[src/hw/rtl/udff_pkg.sv]
// ============================================================================
// udff_pkg
// Shared types and constants of the unsigned decimal field formatter.
// ============================================================================
`default_nettype none

package udff_pkg;

    localparam int VAL_W  = 32;   // value width
    localparam int FW_W   = 6;    // field width / precision magnitude width
    localparam int PRC_W  = 7;    // raw precision port width (signed)
    localparam int CHAR_W = 8;    // output character width
    localparam int DIG_W  = 4;    // one decimal digit
    localparam int DIG_N  = 10;   // max decimal digits of a 32-bit value
    localparam int CNT_W  = 4;    // digit count, holds 0..DIG_N

    localparam logic [CHAR_W-1:0] CH_ZERO  = 8'h30;
    localparam logic [CHAR_W-1:0] CH_SPACE = 8'h20;

    // floor(x / 10) == (x * RECIP10) >> 35 for every 32-bit x
    localparam logic [VAL_W-1:0] RECIP10     = 32'hCCCC_CCCD;
    localparam int               RECIP_SHIFT = 35;

    // Job queue between front and back
    localparam int QDEPTH = 2;
    localparam int QPTR_W = 1;

    // One classified item
    typedef struct packed {
        logic [VAL_W-1:0] value;
        logic [FW_W-1:0]  width;      // saturated field width
        logic [FW_W-1:0]  prec;       // saturated precision, 0 when none
        logic             has_prec;
        logic             left;
        logic             zpad;
        logic             no_digits;  // zero value with precision 0
    } job_t;

    // Back-end sequencer phases
    typedef enum logic [2:0] {
        PH_IDLE,
        PH_CONV,
        PH_SIZE,
        PH_LEAD,
        PH_ZERO,
        PH_DIGIT,
        PH_TRAIL
    } phase_t;

endpackage

`default_nettype wire

[src/hw/rtl/udff_front.sv]
// ============================================================================
// udff_front
// Input side: takes a beat, saturates width and precision, decodes the
// precision sign and flags, and pushes a job into the queue.
// ============================================================================
`default_nettype none

module udff_front #(
    parameter int MAX_FIELD = 32
) (
    input  wire logic                            s_valid,
    output logic                                 s_ready,
    input  wire logic [udff_pkg::VAL_W-1:0]      s_value,
    input  wire logic [udff_pkg::FW_W-1:0]       s_field_width,
    input  wire logic signed [udff_pkg::PRC_W-1:0] s_min_digits,
    input  wire logic                            s_left_justify,
    input  wire logic                            s_zero_pad,
    input  wire logic                            q_full,
    output logic                                 q_push,
    output udff_pkg::job_t                       q_job
);
    import udff_pkg::*;

    logic            has_prec;
    logic [FW_W-1:0] prec_raw;
    logic [FW_W-1:0] width_sat;
    logic [FW_W-1:0] prec_sat;

    // Handshake: accept whenever the queue has room
    assign s_ready = !q_full;
    assign q_push  = s_valid && !q_full;

    // Classification
    always_comb begin
        has_prec = !s_min_digits[PRC_W-1];
        prec_raw = has_prec ? s_min_digits[FW_W-1:0] : '0;

        if (32'(s_field_width) > MAX_FIELD) begin
            width_sat = FW_W'(MAX_FIELD);
        end else begin
            width_sat = s_field_width;
        end
        if (32'(prec_raw) > MAX_FIELD) begin
            prec_sat = FW_W'(MAX_FIELD);
        end else begin
            prec_sat = prec_raw;
        end

        q_job.value     = s_value;
        q_job.width     = width_sat;
        q_job.prec      = prec_sat;
        q_job.has_prec  = has_prec;
        q_job.left      = s_left_justify;
        q_job.zpad      = s_zero_pad;
        q_job.no_digits = (s_value == '0) && has_prec && (prec_sat == '0);
    end

endmodule

`default_nettype wire

[config.mk]
export PLATFORM = sky130hd
export DESIGN_NAME = udff_front
export DESIGN_NICKNAME = d
export VERILOG_FILES = /design/src/hw/rtl/udff_pkg.sv /design/src/hw/rtl/udff_front.sv
export SDC_FILE = /design/constraint.sdc
export NUM_CORES = 1
export LEC_CHECK = 0
export ABC_AREA = 1
export ABC_CLOCK_PERIOD_IN_PS = 800
export BUFFER_PORTS_ARGS = -buffer_cell sky130_fd_sc_hd__buf_2
export CAP_MARGIN = 20
export CORE_UTILIZATION = 28
export DETAILED_ROUTE_END_ITERATION = 16
export PLACE_DENSITY = 0.89
export SYNTH_ARGS = -nofsm -noshare
export SYNTH_HDL_FRONTEND = slang
export SYNTH_SLANG_ARGS = --single-unit
[constraint.sdc]
create_clock -name vclk -period 0.8
set_input_delay 0.12 -clock vclk [all_inputs]
set_output_delay 0.12 -clock vclk [all_outputs]
set_load 0.02 [all_outputs]
After elaboration in Yosys (flattened, before gate mapping) --
Index checks and enable logic that the tools add are counted.
Cells by class: order comparisons 2, reductions and logical operators 7, mux-type cells 3
Operators with widths (number):
- logical NOT 32 bit | 1
- two-way mux 6 bit | 3
- > comparator 6 bit, second input constant | 2
- logical NOT 6 bit | 1
- logical AND 1 bit | 3
- logical NOT 1 bit | 2
Storage, ports and cells: output and inout port bits 50, flip-flop bits (word level) 0, logic and storage cells 12, bits of input ports 49

Longest topological paths before layout --
depth after elaboration 5, mapped depth 7, depth with buffers taken out 7

Worst setup path before layout --
OpenSTA, ideal clock, no wires.
path kind in2out, from input port s_min_digits[5] (netlist name), to output port q_job[0] (netlist name), data required time 0.680 ns, cell stages on the path 6, buffers on the path 0, setup slack -0.206 ns, data arrival time 0.886 ns, cell sequence inv_2 > nor2_2 > a21oi_1 > inv_1 > nand4_1 > nor2_1
RTL lines:
- start: declaration | line udff_front.sv:15 | input wire logic signed [udff_pkg::PRC_W-1:0] s_min_digits,
- end: declaration | line udff_front.sv:20 | output udff_pkg::job_t q_job

==> metrics.txt <==
number of nets in the finished design=222; count of final max-slew check failures=0; crit end category=output port; number of vias after detailed routing=787; final critical delay including setup and external delays=1.04 ns; peak clock frequency supported by timing=960 MHz; failing checks=setup timing; number of global-route vias before repair=578; register cell area after layout=0 um^2; crit path max fanout=2; total of clock buffers placed in the layout=0; sum of routed wire length over all layers=1540 um; number of nets still failing antenna checks after routing=0; Core Region=1760 um^2; final period utilization=130%; worst hold start=s_zero_pad; Hold Crit Endpoint=q_job[1]; RSZ-0062 raised after global routing=true; number of design rule violations left after detail routing=0; number of antenna violations at the first check in global routing=0; starting density of the core=30.5%; synthesized instance count=103; # hold bufs at CTS=0; normalized max-slew margin=91.1%; die height=45.8 um; leakage power total=0.608 nW; overall track demand over capacity in global routing=13.0%; Avg Cell Area, Syn=5.22 um^2; detailed-placement wirelength estimate=1310 um; minimum hold slack=0.240 ns; worst hold path stage count=0; Mapped Nets=152; maximum number of pins on one net before global-route repair=6; min setup slack post-route=-0.241 ns; number of sequential cells in the layout=0; average routed wire per standard cell=7.87 um; Ys Warns=0; register area share after synthesis=0%; I/O pin total=99; Area Overhead vs Synth=87.9%; average vias per placed instance=4.02; area of the die=2100 um^2; Arr. time, crit path=0.92 ns; most common library cell in the layout ignoring fill and taps=buf_2; first-pass GRT wire length=2110 um; endpoint required time on the critical path=0.68 ns; pwr/cell area=600 nW/um^2; count of final hold-check violations=0; pre-CTS setup slack=-0.264 ns; cell breakdown of the critical path=buf_2, nor2_1, nand2_1, nor2_1, nand2_1, nor2_1, nand2_1, nor2_2, buf_6; share of post-route cells with drive strength above 1=72.5%; transition at the pin with the smallest max-transition slack=0.132 ns; classification of the worst setup path=input port to output port; outcome=complete, but fails checks; post-synthesis instance area=538 um^2; diodes inserted=0; element type at the critical path start=input port; final-layout fill cell count=197; First DRT Iteration DRCs=4; width of the die=45.8 um; delay of the slowest critical-path stage=0.12 ns; slowest cell on the critical path=buf_6; max capacitance violation total=0; 1st-pass router iterations=4; min-delay worst type=input port to output port; number of distinct standard cells referenced by the synthesized netlist=14; overflow left after global routing=0; footprint of the multi-input gates=272 um^2; row count=15; count of buffers from port buffering=95; gpl congestion=0.750; commonest cells after routing, fill and taps aside=79 x buf_2, 26 x nor2_1, 12 x nand2_1, 12 x buf_6, 11 x buf_4; number of endpoints failing setup at the final stage=6; Max VDD drop=0.000282 V
==> cells in the mapped netlist, drive strengths merged <==
cell type / number / share of area (%)
a21oi: 1 / 0.93
buf: 35 / 49
clkbuf: 1 / 0.70
inv: 14 / 9.8
nand2: 13 / 9.5
nand3: 2 / 1.9
nand4: 2 / 2.3
nor2: 32 / 23
nor3: 1 / 0.93
nor3b: 1 / 1.4
o21ai: 1 / 0.93
==> routing by layer <==
layer | wire, um | vias to the layer above | track usage, %
li1 | - | 411 | -
met4 | 19 | 0 | 1.76
met3 | 165 | 2 | 0
met2 | 824 | 51 | 28.0
met1 | 533 | 323 | 14.0
met5 | 0 | - | 0
==> area by class of cell <==
class                      count  area share (%)
tap                           25            3.09
inverter                      14            6.44
multi-input combinational     53            26.9
timing repair buffer         104            63.6
==> worst max-delay path: cells and delay by family <==
kind	cells	cell delay, ns
buffers and inverters	2	0.22
and+or+nand+nor	7	0.57
==> power by group <==
group | total (mW) | internal, mW | switching, mW
sequential | 0 | 0 | 0
combinational | 0.607 | 0.276 | 0.330
clock | 0 | 0 | 0
total | 0.607 | 0.276 | 0.330
==> worst max path at each step <==
| stage | start | endpoint | slack [ns] | cells past startpoint |
|---|---|---|---|---|
| final | s_value[17] | q_job[0] | -0.24 | 9 |
| after global routing | s_value[21] | q_job[0] | -0.36 | 9 |
| after CTS | s_value[17] | q_job[0] | -0.24 | 9 |
| after detailed placement | s_value[31] | q_job[0] | -0.26 | 9 |
| after global placement | s_value[31] | q_job[0] | -0.25 | 9 |
| after floorplan | s_field_width[2] | q_job[10] | -0.06 | 5 |
==> metrics by stage <==
step	setup TNS, ns	area (um^2)	total power, mW	utilization, %	cells
after floorplan	-0.289	546	0.382	-	103
after global placement	-1.04	831	0.512	47.1	193
after detailed placement	-1.12	831	0.517	47.1	193
final	-0.748	1010	0.607	57.3	196
after global routing	-1.18	1010	0.658	57.3	196
after CTS	-0.660	987	0.595	56.0	196
==> repair_timing <==
item / CTS / global route
endpoints found under the hold margin: 0 / 0
setup endpoints to repair: 9 / 9
pin swaps: 4 / 3
setup buffers: 3 / 0
resized for setup: 40 / 8
==> cells by family (layout without fill, tap and decap cells) <==
logic type      Yosys count  in the layout  synth area share, %
compound gates            2              2                 1.86
buf+inv                  50            118                 59.3
simple gates             51             51                 38.8
Power figures use the tool's default switching activity.
