`config.mk`:
```
export PLATFORM = sky130hd
export DESIGN_NAME = udff_queue
export DESIGN_NICKNAME = d
export VERILOG_FILES = /design/src/hw/rtl/udff_pkg.sv /design/src/hw/rtl/udff_queue.sv
export SDC_FILE = /design/constraint.sdc
export NUM_CORES = 1
export LEC_CHECK = 0
export BUFFER_PORTS_ARGS = -buffer_cell sky130_fd_sc_hd__buf_4
export CORE_ASPECT_RATIO = 0.7
export CORE_UTILIZATION = 46
export DETAILED_ROUTE_END_ITERATION = 10
export PLACE_DENSITY = 0.82
export SYNTH_ARGS = -nofsm -noshare
export SYNTH_HDL_FRONTEND = slang
export SYNTH_SLANG_ARGS = --single-unit
```
`constraint.sdc`:
```
create_clock -name aclk -period 3.25 [get_ports aclk]
set_clock_uncertainty 0.15 [all_clocks]
set_input_delay 0.1625 -clock aclk [delete_from_list [all_inputs] [get_ports aclk]]
set_output_delay 0.1625 -clock aclk [all_outputs]
set_load 0.005 [all_outputs]
```
`src/hw/rtl/udff_pkg.sv`:
```
// ============================================================================
// udff_pkg
// Shared types and constants of the unsigned decimal field formatter.
// ============================================================================
`default_nettype none

package udff_pkg;

    localparam int VAL_W  = 32;   // value width
    localparam int FW_W   = 6;    // field width / precision magnitude width
    localparam int PRC_W  = 7;    // raw precision port width (signed)
    localparam int CHAR_W = 8;    // output character width
    localparam int DIG_W  = 4;    // one decimal digit
    localparam int DIG_N  = 10;   // max decimal digits of a 32-bit value
    localparam int CNT_W  = 4;    // digit count, holds 0..DIG_N

    localparam logic [CHAR_W-1:0] CH_ZERO  = 8'h30;
    localparam logic [CHAR_W-1:0] CH_SPACE = 8'h20;

    // floor(x / 10) == (x * RECIP10) >> 35 for every 32-bit x
    localparam logic [VAL_W-1:0] RECIP10     = 32'hCCCC_CCCD;
    localparam int               RECIP_SHIFT = 35;

    // Job queue between front and back
    localparam int QDEPTH = 2;
    localparam int QPTR_W = 1;

    // One classified item
    typedef struct packed {
        logic [VAL_W-1:0] value;
        logic [FW_W-1:0]  width;      // saturated field width
        logic [FW_W-1:0]  prec;       // saturated precision, 0 when none
        logic             has_prec;
        logic             left;
        logic             zpad;
        logic             no_digits;  // zero value with precision 0
    } job_t;

    // Back-end sequencer phases
    typedef enum logic [2:0] {
        PH_IDLE,
        PH_CONV,
        PH_SIZE,
        PH_LEAD,
        PH_ZERO,
        PH_DIGIT,
        PH_TRAIL
    } phase_t;

endpackage

`default_nettype wire

```
`src/hw/rtl/udff_queue.sv`:
```
// ============================================================================
// udff_queue
// Short job queue that decouples the input side from the character engine.
// ============================================================================
`default_nettype none

module udff_queue (
    input  wire logic           aclk,
    input  wire logic           aresetn,
    input  wire logic           push,
    input  wire udff_pkg::job_t push_job,
    output logic                full,
    input  wire logic           pop,
    output logic                head_valid,
    output udff_pkg::job_t      head_job
);
    import udff_pkg::*;

    localparam int CNT_QW = $clog2(QDEPTH + 1);

    job_t              slot_reg [QDEPTH];
    logic [QPTR_W-1:0] wr_ptr_reg;
    logic [QPTR_W-1:0] rd_ptr_reg;
    logic [CNT_QW-1:0] cnt_reg;

    assign full       = (cnt_reg == CNT_QW'(QDEPTH));
    assign head_valid = (cnt_reg != '0);
    assign head_job   = slot_reg[rd_ptr_reg];

    // Storage
    always_ff @(posedge aclk) begin
        if (push) begin
            slot_reg[wr_ptr_reg] <= push_job;
        end
    end

    // Pointers and fill count
    always_ff @(posedge aclk) begin
        if (!aresetn) begin
            wr_ptr_reg <= '0;
            rd_ptr_reg <= '0;
            cnt_reg    <= '0;
        end else begin
            if (push) begin
                wr_ptr_reg <= wr_ptr_reg + 1'b1;
            end
            if (pop) begin
                rd_ptr_reg <= rd_ptr_reg + 1'b1;
            end
            if (push && !pop) begin
                cnt_reg <= cnt_reg + 1'b1;
            end else if (pop && !push) begin
                cnt_reg <= cnt_reg - 1'b1;
            end
        end
    end

    // Checks
    a_no_overflow : assert property (@(posedge aclk) disable iff (!aresetn)
        push |-> (!full || pop))
        else $error("udff_queue: push into full queue");
    a_no_underflow : assert property (@(posedge aclk) disable iff (!aresetn)
        pop |-> head_valid)
        else $error("udff_queue: pop from empty queue");
    a_cnt_range : assert property (@(posedge aclk) disable iff (!aresetn)
        cnt_reg <= CNT_QW'(QDEPTH))
        else $error("udff_queue: fill count out of range");

endmodule

`default_nettype wire

```
Word-level counts from Yosys, hierarchy flattened:

Memory sizes are Yosys's and may differ from the RTL's. A register that Yosys moved wholly into a read port is not among the register bits.
Index checks and enable logic that the tools add are counted.

* add/sub/neg operators: 4
* equal/unequal tests: 1
* multiplexer cells: 6
* reduce and logical (&&, ||, !) cells: 6

Operators with widths (number)
* 1-bit two-way mux: 4
* 2-bit two-way mux: 2
* 2-bit nonzero test: 2
* 1-bit adder (second input constant): 2
* 2-bit by 1-bit adder with 2-bit output (second input constant): 1
* 2-bit equality test (second input constant): 1
* 1-bit logical AND: 2
* 1-bit zero test: 2
* 2-bit by 1-bit subtractor with 2-bit output (second input constant): 1

* bits in registers: 4
* memory bits (writable): 96
* bits of input ports: 52
* output and inout bits: 50
* word-level logic and storage cells: 21
* memories: 1

Memory list
* slot_reg: words 2, bits a word 48, rd ports 1, clocked after Yosys merged registers in 1, wr ports 1, line udff_queue.sv:21 `job_t slot_reg [QDEPTH];`

Depth between registers and ports, before layout:

* depth after elaboration: 4
* gate-level depth with buffers: 5
* gate-level depth less buffers: 5

Least setup slack after synthesis:

No wires, ideal clock.

* kind: flip-flop to flip-flop
* start point: reg wr_ptr_reg
* end point: mem slot_reg[0][0] (netlist bit) (enable)
* setup time: 0.460 ns
* arrival: 2.475 ns
* data required time: 2.640 ns
* slack: 0.165 ns
* stages on the path, launching flop included: 2
* buffers on the path: 0
* clock period less this slack: 3.085 ns
* path through: dfxtp_1 > nor2b_1

RTL lines
* from (decl): line udff_queue.sv:22 `logic [QPTR_W-1:0] wr_ptr_reg;`
* from (signal assigned): line udff_queue.sv:45 `wr_ptr_reg <= wr_ptr_reg + 1'b1;`
* to (decl): line udff_queue.sv:21

Straight into the memory's write port.

==> key figures <==
STA
  – Final slew viol count: 0
  – RSZ-0062 raised after global routing: false
  – Hold Vio Cnt, Final: 0
  – Setup WS post-layout: 1020 ps
  – Normalized max-slew margin: 59.2%
  – Pin slew with the least headroom to its limit: 610 ps
  – Setup TNS: 0 ps
  – Period utilization: 68.6%
  – Minimum clock period: 2230 ps
  – Setup violations, final: 0
  – FMAX: 449 MHz

Power and ir drop
  – Seq pwr share: 51.1%
  – Switch Pwr: 0.000592 W
  – Power share of the combinational group: 12.1%
  – Int Power: 0.00240 W
  – Pwr/cell area: 557 nW/um2
  – Final Total Pwr: 0.00300 W
  – Sw frac: 19.8%
  – Clk pwr share: 36.8%
  – Worst vdd ir: 0.333 mV
  – LEAKAGE: 2.06 nW

Worst setup path
  – RR Endpoint: slot_reg[1][33]$_DFFE_PP_
  – Worst stage delay on the critical path: 720 ps
  – Crit Path Class: flop to output port
  – Worst setup SP type: flop
  – Worst reg-to-reg setup slack: 1360 ps
  – Critical path required time: 2940 ps
  – Reg-to-reg startpoint: wr_ptr_reg$_SDFFE_PN0P_
  – Top cell by count, worst path: buf_4
  – Critical Path Sink Type: output port
  – CP Max Fanout: 24
  – WP data arrival: 1920 ps
  – Reg2Reg Depth: 2
  – CP max stage cell: dfxtp_2
  – Worst path cell trace: buf_4 -> mux2_2 -> buf_4

Routing
  – Iteration-0 DRC Markers: 42
  – Per-cell routed wire length: 15.7 um
  – First-pass DRT Iterations: 4
  – Drt total wl: 6830 um
  – Via count: 2079
  – Avg Vias per Cell: 4.78
  – DRT antenna net count: 0
  – Remaining DRCs: 0

GRT
  – First-pass GRT wire length: 10600 um
  – Largest net degree at the start of global routing: 26
  – GRT overflow: 0
  – Initial antenna violation count: 0
  – Total track usage: 17.2%
  – Vias in the first global route: 2224

Placement
  – Port Buffer Count: 101
  – Pre-CTS setup slack: 1330 ps
  – GP Congestion: 0.668
  – Hpwl dp: 4160 um
  – Placed cells: 370

Worst hold path
  – Hold Path Class: input pin to flop
  – Hold path start: pop
  – Min-Delay Path Depth: 3

Synth
  – Async set-reset flop share out of synthesis: 0%
  – Netlist cell types: 19
  – Register area share after synthesis: 81.0%
  – Syn Area/Cell: 21.5 um2
  – Cell area after synthesis: 3680 um2
  – Synth Warn #: 0
  – Main synth FF type: edfxtp_1
  – Number of synthesized register bits: 101
  – Synth Net Count: 224
  – Synth Instances: 171
  – EDFF count, synth: 96

Flow run
  – MaxCap Viol Count: 0

Layout
  – Ant. Diodes: 0
  – Area of the multi-input gates: 667 um2
  – Fin cells: 435
  – Flip-flop and latch area: 2980 um2
  – Filler Cell Count: 484
  – Layout area overhead: 46.0%
  – Max FFs per register: 96
  – Layout cell share with drive strength beyond 1: 51.0%
  – NumNets Final: 385

Clocking
  – PostCTS Resize Cnt: 0
  – H-tree depth: 3
  – Number of CTS-inserted buffers: 9
  – Clock tree buffer depth: 2
  – Clk sinks: 101
  – Clock slew at reported path FFs: 60 ps
  – Worst-skew pair later-pin latency: 330 ps
  – CTS tree: built
  – Clock Tree Root: clkbuf_16

Die
  – Die area: 8380 um2
  – Die W: 109 um
  – Core box area: 7510 um2
  – Initial Utilization: 49.0%
  – I/O Pins: 102
  – Die Y-Extent: 76.9 um
  – Row count: 26

Status
  – Status: completed
==> cell usage after synthesis (2+ instances only) <==
cell	n	area share, %
and2_1	4	0.68
buf_2	2	0.27
dfxtp_1	5	2.7
nor2b_1	2	0.34
edfxtp_1	96	78
mux2_2	47	14
buf_6	2	0.61
xor2_1	2	0.48
==> final cells by class <==
class	count	area share, %
sequential	101	55.5
timing repair buffer	155	23.9
multi-input combinational	64	12.4
clock buffer	9	4.19
tap	98	2.28
clock inverter	7	1.67
inverter	1	0.0698
==> power groups by stage <==
stage / logic (W) / clock network (W) / registers, W
global placement: 0.000311 / 0 / 0.00156
CTS: 0.000366 / 0.00112 / 0.00153
global route: 0.000393 / 0.00118 / 0.00154
detailed placement: 0.000316 / 0 / 0.00156
finish: 0.000363 / 0.00110 / 0.00153
floorplan: 0.000148 / 0 / 0.00154
==> how the worst max path moves through the flow <==
stage,from,end,slack (ps)
3_5_place_dp,wr_ptr_reg$_SDFFE_PN0P_,slot_reg[1][25]$_DFFE_PP_,1330
2_1_floorplan,wr_ptr_reg$_SDFFE_PN0P_,slot_reg[0][0]$_DFFE_PP_,160
5_1_grt,flop,head_job[0],910
3_3_place_gp,flop,head_job[29],1380
4_1_cts,flop,head_job[29],990
6_report,flop,head_job[0],1020
==> placed cells by master, fill, tap and decap left out <==
master	count
clkinv_2	1
mux2_2	47
or2_2	1
inv_1	1
dfxtp_2	1
a21boi_1	1
ha_1	1
o21a_1	1
clkinv_4	2
buf_4	106
dlygate4sd3_1	49
xor2_1	2
nor2b_1	1
clkbuf_16	9
xnor2_1	1
mux2_1	1
and2_1	3
and2b_2	1
dfxtp_1	4
edfxtp_1	96
or3_1	1
o21ai_0	1
clkinv_1	2
nor2b_4	1
bufinv_16	2
and2_2	1
==> repair_timing <==
item,CTS,global route
hold buffers,49,0
buffers inserted,0,0
hold endpoints to repair,101,0
==> metal layers <==
layer	share of wire, %	vias to the layer above	global-route usage (%)
met5	0	-	0
met4	0.45	0	4.05
met3	5.3	6	6.29
met2	53	65	31.4
met1	41	1022	18.7
li1	-	986	-
==> critical path: cells and delay by family (launching register included) <==
kind	cells	cell delay, ps
DFF	1	720
muxes	1	370
buffers and inverters	2	480
==> through the flow <==
stage | util [%] | area (um2) | hold slack (ps)
2_1_floorplan | - | 3680 | 111
3_5_place_dp | 60.9 | 4570 | 202
5_1_grt | 71.6 | 5380 | 11.0
3_3_place_gp | 60.9 | 4570 | 197
4_1_cts | 71.6 | 5380 | 3.06
6_report | 71.6 | 5380 | 16.2
==> cells by family (layout without fill, tap and decap cells) <==
logic type	Yosys count	after routing	share of synthesized area, %
AO/OA/AOI/OAI	3	3	0.543
XOR/XNOR	3	3	0.713
adder cells (fa/ha/maj)	1	1	0.340
buffers and inverters	6	172	1.19
flip-flops	101	101	81.0
multiplexers	48	48	14.7
AND/OR/NAND/NOR	9	9	1.60
(Power assumes the default switching activity.)
